$ cat config.mk
export PLATFORM = sky130hd
export DESIGN_NAME = phs_dist
export DESIGN_NICKNAME = d
export VERILOG_FILES = /design/src/hdl/phs_pkg.sv /design/src/hdl/phs_dist.sv
export SDC_FILE = /design/constraint.sdc
export NUM_CORES = 2
export LEC_CHECK = 0
export BUFFER_PORTS_ARGS = -buffer_cell sky130_fd_sc_hd__buf_2
export CAP_MARGIN = 20
export CORE_MARGIN = 1
export CORE_UTILIZATION = 65
export CTS_CLUSTER_SIZE = 12
export DETAILED_ROUTE_END_ITERATION = 8
export PLACE_DENSITY_LB_ADDON = 0.08
export SKIP_LAST_GASP = 1
export SLEW_MARGIN = 20
export SYNTH_ARGS = -nofsm -noshare
export SYNTH_HDL_FRONTEND = slang
export SYNTH_SLANG_ARGS = --single-unit
$ cat constraint.sdc
create_clock -name aclk -period 13.02 [get_ports aclk]
set_input_delay 1.302 -clock aclk [delete_from_list [all_inputs] [get_ports aclk]]
set_output_delay 1.302 -clock aclk [all_outputs]
set_load 0.01 [all_outputs]
$ cat src/hdl/phs_pkg.sv
// ----------------------------------------------------------------------------
// phs_pkg
// shared types, sizes and codes of the proton hop state search
// ----------------------------------------------------------------------------
`default_nettype none

package phs_pkg;

    localparam int MAX_ATOMS   = 256;
    localparam int STATE_SLOTS = 16;
    localparam int ATOM_W      = $clog2(MAX_ATOMS);
    localparam int SLOT_W      = $clog2(STATE_SLOTS);
    localparam int TBL_AW      = ATOM_W + SLOT_W;
    localparam int TBL_DEPTH   = MAX_ATOMS * STATE_SLOTS;
    localparam int CNT_W       = ATOM_W + 1;
    localparam int NST_W       = SLOT_W + 1;
    localparam int COORD_W     = 24;
    localparam int SQ_W        = 2 * (COORD_W + 1);
    localparam int ACC_W       = SQ_W;

    localparam logic [1:0] OP_LOAD = 2'd0;
    localparam logic [1:0] OP_RUN  = 2'd1;
    localparam logic [1:0] OP_READ = 2'd2;

    localparam logic [1:0] EL_HYDROGEN = 2'd1;
    localparam logic [1:0] EL_OXYGEN   = 2'd2;

    localparam logic [1:0] CFG_ATOM_COUNT   = 2'd0;
    localparam logic [1:0] CFG_REACTIVE_FRAG = 2'd1;
    localparam logic [1:0] CFG_CUTOFF       = 2'd2;
    localparam logic [1:0] CFG_HOP_LIMIT    = 2'd3;

    typedef struct packed {
        logic signed [COORD_W-1:0] z;
        logic signed [COORD_W-1:0] y;
        logic signed [COORD_W-1:0] x;
    } coord_t;

    typedef struct packed {
        logic [1:0] elem;
        coord_t     pos;
    } atom_word_t;

    typedef struct packed {
        logic [TBL_AW-1:0] rd_a_addr;
        logic [TBL_AW-1:0] rd_b_addr;
        logic [TBL_AW-1:0] wr_addr;
        logic              frag_we;
        logic [7:0]        frag_wd;
        logic              react_we;
        logic              react_wd;
        logic [ATOM_W-1:0] env_rd_addr;
        logic              env_we;
        logic [ATOM_W-1:0] env_wr_addr;
        logic              env_wd;
        logic [ATOM_W-1:0] atom_rd_addr;
        logic              atom_we;
        logic [ATOM_W-1:0] atom_wr_addr;
        atom_word_t        atom_wd;
    } tbl_ctrl_t;

    typedef struct packed {
        logic [7:0] frag_a;
        logic       react_a;
        logic [7:0] frag_b;
        logic       env;
        atom_word_t atom;
    } tbl_data_t;

    typedef enum logic [4:0] {
        ST_CLEAR,
        ST_IDLE,
        ST_READ,
        ST_INIT_RD,
        ST_INIT_WR,
        ST_LOOP,
        ST_I_RD,
        ST_I_CHK,
        ST_J_RD,
        ST_J_CHK,
        ST_DIST,
        ST_COPY_RD,
        ST_COPY_WR,
        ST_DONATE,
        ST_NEXT,
        ST_ENV_RD,
        ST_ENV_CHK,
        ST_FINISH
    } fsm_t;

endpackage

`default_nettype wire

$ cat src/hdl/phs_dist.sv
// ----------------------------------------------------------------------------
// phs_dist
// squared distance unit: one multiplier, one axis per cycle, cutoff compare
// ----------------------------------------------------------------------------
`default_nettype none

module phs_dist
    import phs_pkg::*;
(
    input  wire logic        aclk,
    input  wire logic        aresetn,
    input  wire logic        start,
    input  coord_t           pos_a,
    input  coord_t           pos_b,
    input  wire logic [31:0] cut2,
    output logic             done,
    output logic             near
);

    logic             busy_reg, busy_next;
    logic [1:0]       axis_reg, axis_next;
    coord_t           a_reg, a_next, b_reg, b_next;
    logic [SQ_W-1:0]  prod_reg, prod_next;
    logic [ACC_W-1:0] acc_reg, acc_next;
    logic             done_reg, done_next;
    logic             near_reg, near_next;

    logic signed [COORD_W:0] diff;
    logic signed [SQ_W-1:0]  sq;
    logic [ACC_W-1:0]        sum;

    always_comb begin
        unique case (axis_reg)
            2'd0:    diff = (COORD_W+1)'(a_reg.x) - (COORD_W+1)'(b_reg.x);
            2'd1:    diff = (COORD_W+1)'(a_reg.y) - (COORD_W+1)'(b_reg.y);
            default: diff = (COORD_W+1)'(a_reg.z) - (COORD_W+1)'(b_reg.z);
        endcase
        sq  = diff * diff;
        sum = acc_reg + prod_reg;
    end

    always_comb begin
        busy_next = busy_reg;
        axis_next = axis_reg;
        a_next    = a_reg;
        b_next    = b_reg;
        prod_next = prod_reg;
        acc_next  = acc_reg;
        done_next = 1'b0;
        near_next = near_reg;
        if (start) begin
            busy_next = 1'b1;
            axis_next = 2'd0;
            a_next    = pos_a;
            b_next    = pos_b;
            acc_next  = '0;
        end else if (busy_reg) begin
            // product of one axis is added in the following cycle
            if (axis_reg != 2'd3) begin
                prod_next = SQ_W'(sq);
            end
            if (axis_reg != 2'd0) begin
                acc_next = sum;
            end
            if (axis_reg == 2'd3) begin
                busy_next = 1'b0;
                done_next = 1'b1;
                near_next = sum < ACC_W'(cut2);
            end
            axis_next = axis_reg + 2'd1;
        end
    end

    always_ff @(posedge aclk) begin
        if (!aresetn) begin
            busy_reg <= 1'b0;
            done_reg <= 1'b0;
            axis_reg <= 2'd0;
        end else begin
            busy_reg <= busy_next;
            done_reg <= done_next;
            axis_reg <= axis_next;
        end
        a_reg    <= a_next;
        b_reg    <= b_next;
        prod_reg <= prod_next;
        acc_reg  <= acc_next;
        near_reg <= near_next;
    end

    assign done = done_reg;
    assign near = near_reg;

endmodule

`default_nettype wire

Yosys cells after proc, flatten, opt, wreduce, memory -nomap -nowiden
Index checks and enable logic that the tools add are counted.

Register bits after elaboration: 249. Logic and storage cells: 37.

Reduce and logical (&&, ||, !) cells: 7. Add/subtract/negate cells: 5. Bitwise logic cells: 3. Order comparisons: 1. Muxes and demuxes: 5. Eq/ne operators: 3. $mul: 1.

Operators with widths (number): $sub A24 B24 Y25 (3); $add A50 B50 Y50 (1); $lt A50 B32 Y1 (1); $mul A25 B25 Y50 (1); $pmux W25 S2 (1); $reduce_and A3 Y1 (2); $mux W1 (4); $not A1 Y1 (3); $reduce_or A3 Y1 (1); $add A2 B1 Y2 const B (1); $eq A2 B1 Y1 const B (1); $eq A2 B2 Y1 const B (1); $logic_not A2 Y1 (1); $ne A2 B2 Y1 const B (1); $reduce_and A2 Y1 (1); $reduce_bool A2 Y1 (1); $reduce_or A2 Y1 (1).

Logic depth before layout (Yosys ltp)
Depth after elaboration: 4. Gate-level depth with buffers: 42. Depth with buffers taken out: 40.

Worst setup path before layout
OpenSTA, ideal clock, no wires.

Path type: reg2reg. From: reg a_reg[50] (netlist name). To: reg prod_reg[49] (data pin). Clock period less this slack: 9.418 ns. Cell stages (with the launch flop): 38. Path buffers: 1. Slack: 3.602 ns. Arrival time: 9.162 ns. Library setup time: 0.256 ns. Path through: edfxtp_1 -> ha_1 -> nor2b_1 -> o2111ai_2 -> nand4b_4 -> a311o_1 -> a211o_1 -> a21oi_1 -> o21bai_1 -> xor2_1 -> a22oi_1 -> nand2_1 -> clkbuf_1 -> nand2_1 -> fa_1 -> inv_1 -> fa_1 -> fa_1 -> (+2 left out) -> inv_1 -> fa_1 -> inv_1 -> fa_1 -> inv_1 -> fa_1 -> ha_1 -> a21o_1 -> a21o_1 -> a21oi_1 -> a21boi_0 -> o211ai_1 -> a31oi_1 -> o21ai_1 -> a21oi_1 -> o31ai_1 -> or4_1 -> and4_1.

Longest elaborated chain between the ends: 3.

RTL lines: from (decl) (RTL line phs_dist.sv:22) `coord_t a_reg, a_next, b_reg, b_next;`; from (signal assigned) (RTL line phs_dist.sv:84) `a_reg <= a_next;`; $sub A24 B24 Y25 (RTL line phs_dist.sv:36) `default: diff = (COORD_W+1)'(a_reg.z) - (COORD_W+1)'(b_reg.z);`; $pmux W25 S2 (RTL line phs_dist.sv:33) `unique case (axis_reg)`; $mul A25 B25 Y50 (RTL line phs_dist.sv:38) `sq = diff * diff;`; net sq[49] (RTL line phs_dist.sv:29) `logic signed [SQ_W-1:0] sq;`; to (signal assigned) (RTL line phs_dist.sv:86) `prod_reg <= prod_next;`; to (decl) (RTL line phs_dist.sv:23) `logic [SQ_W-1:0] prod_reg, prod_next;`.

The timed path passes the listed nets, and every way through them passes these cells. A chain may end at the register's enable or synchronous reset.

Worst setup path in the final report
From: reg b_reg[25] (netlist name). To: reg prod_reg[49] (data pin).

Longest elaborated chain between the ends: 3.

RTL lines: from (decl) (RTL line phs_dist.sv:22); from (signal assigned) (RTL line phs_dist.sv:85) `b_reg <= b_next;`; $sub A24 B24 Y25 (RTL line phs_dist.sv:35) `2'd1: diff = (COORD_W+1)'(a_reg.y) - (COORD_W+1)'(b_reg.y);`; $pmux W25 S2 (RTL line phs_dist.sv:33); $mul A25 B25 Y50 (RTL line phs_dist.sv:38); net sq[49] (RTL line phs_dist.sv:29).

The timed path passes the listed nets, and every way through them passes these cells.

==> metrics.cfg <==
[drt]
vias=26200
avgViaCountPerCell=5.85
wl_um=90300
drt_iter0_markers=1955
drtAntennaViolNets=0
dr.pass1.iters=5
routedWlPerCell_um=20.2
drc_errors=0

[setup_path]
crit_slowest_cell=clkinv_1
r2r_setup_slack_ns=1.49
critical_path.max_stage_delay_ns=0.78
r2r_end=prod_reg[49]
crit_fanout=17
required_ns=13.33
worstPathArrival_ns=11.84
crit_type=flop to flop
critPathTopFamily=compound AO/OA/AOI/OAI gates
crit_top_cell=fa_1
r2r-start=b_reg[25]
crit_path_start_kind=flop
path_buf_inv=4
reg2reg_depth=35
crit_path_end_kind=flop

[placed_design]
place_congestion=0.954
detailed_place_hpwl_um=72800
port_buffers=180

[synthesis]
yosysSeqAreaShare_pct=19.6
synthTopCellsByCount=inv_1, fa_1, nand2_1
syn_inst=3632
synth_most_common_cell=inv_1
synthTopCellsByArea=fa_1, edfxtp_1, ha_1
postSynth.asyncResetShare_pct=0
ys_types=81
postSynthAreaPerCell_um2=9.69
ys_ff_latch=248
synth_top_cell_area_share_pct=35.0
syn_nets=4731
synthFlopType=edfxtp_1
yosys_warnings=0
netlist_area_um2=35200
synth_edf_count=194
yosys.area.top_type=fa_1

[status]
status=finished, final reports clean

[clocking]
root_buffer=clkbuf_16
cts_sinks=248
ctsResizeCount=0
max-clock-path-buffers=3
htree_levels=1
clk_pin_slew_ns=0.06
postCtsHoldBufs=0
cts_tree=done
cts_setup_buffers=0
clk_latency_ns=0.59
cts_buffers=30

[global_routing]
track_usage_pct=33.7
first_global_vias=28300
grt_first_pass_wirelength_um=146000
grt_antenna_before_repair=0
grt-ovfl-total=0
grt_max_degree=83

[sta]
finalClockSkew_ns=0.0418
tns_ns=0
worst_pin_slew_ns=1.08
finalCriticalPeriod_ns=11.53
finalMaxSlewViolations=0
rsz0062_at_grt=no
setup_viol=0
fin_crit_sh_pct=88.5
slew-limit-headroom_pct=28.0
max_freq_mhz=86.8
hold_violations=0

[floorplan]
fp.dieH_um=235
die_x_um=235
num_rows=84
core_area_um2=53100
io_pins=181
start_util_pct=66.3
dieArea_um2=55100

[min_path]
hold_path.class=flop to flop
min_path_cells=2
min_to=acc_reg[18]
hp-start=acc_reg[18]

[cells_and_area]
n_antenna_cell=0
fillers=4051
syn_to_final_growth_pct=7.24
drive_above_1_share_pct=7.64
final_nets=4872

[job]
cap_viol_max_count=0

## layout by cell type, fill, tap and decap left out, types with 23 or more instances in the layout
cell type	instances
a21o_1	80
a21oi_1	170
and3_1	24
buf_2	179
buf_4	33
clkbuf_16	30
dfxtp_1	54
edfxtp_1	194
fa_1	615
ha_1	305
inv_1	725
nand2_1	380
nand3_1	29
nand4_1	23
nor2_1	317
nor2b_1	29
nor3_1	32
o21a_1	36
o21ai_0	88
o21bai_1	28
xnor2_1	108
xor2_1	49
## how the worst max path moves through the flow
stage | start | depth (start not counted) | to | slack [ns]
after floorplan | a_reg[50] | 37 | prod_reg[49] | 3.60
after global placement | b_reg[25] | 37 | prod_reg[49] | 2.21
after detailed placement | b_reg[25] | 35 | prod_reg[49] | 1.68
after CTS | b_reg[25] | 35 | prod_reg[49] | 1.63
after global routing | b_reg[25] | 35 | prod_reg[49] | 1.00
final | b_reg[25] | 35 | prod_reg[49] | 1.49
## kinds of logic after synthesis
logic type / share of synthesized area [%]
fa+ha+maj: 45.8
simple gates: 11.3
buf+inv: 9.07
compound gates: 10.1
flops: 19.6
xor+xnor: 3.91
mux: 0.153
## routing by layer
metal  part of all wire [%]  track usage [%]  vias to the layer above
met1                     41             45.2                    13000
met5                      0                0                        -
met2                     47             56.0                     1189
met4                    3.6             11.0                        0
met3                    8.6             6.12                      221
li1                       -                -                    11800
## worst register-to-register path, delay by kind of cell (launching register included)
family	cells	cell delay [ns]
adder cells (fa/ha/maj)	9	3.99
XOR/XNOR	1	0.09
buffers and inverters	4	0.96
AO/OA/AOI/OAI	15	4.31
AND/OR/NAND/NOR	6	1.51
flip-flops	1	0.42
## final cells by class
type / count / area [µm²] / share of cell area (%)
multi-input combinational: 2543 / 25100 / 66.6
inverter: 737 / 2770 / 7.33
sequential: 248 / 6910 / 18.3
timing repair buffer: 213 / 1150 / 3.06
clock buffer: 36 / 783 / 2.08
clock inverter: 17 / 129 / 0.341
tap: 688 / 861 / 2.28
## stage by stage
step                cell area [µm²]  util (%)  cells  hold WS [ns]  setup WS (ns)
finish                        37700      71.1   4482         0.459           1.49
global route                  37700      71.1   4482         0.477           1.00
CTS                           37700      71.1   4482         0.460           1.63
detailed placement            36800      69.4   4429         0.452           1.68
global placement              36800      69.4   4429         0.445           2.21
floorplan                     35200         -   3632         0.440           3.60
Power is not shown: default switching activity piles up to over one toggle a cycle in this logic, so the estimate is an artifact.
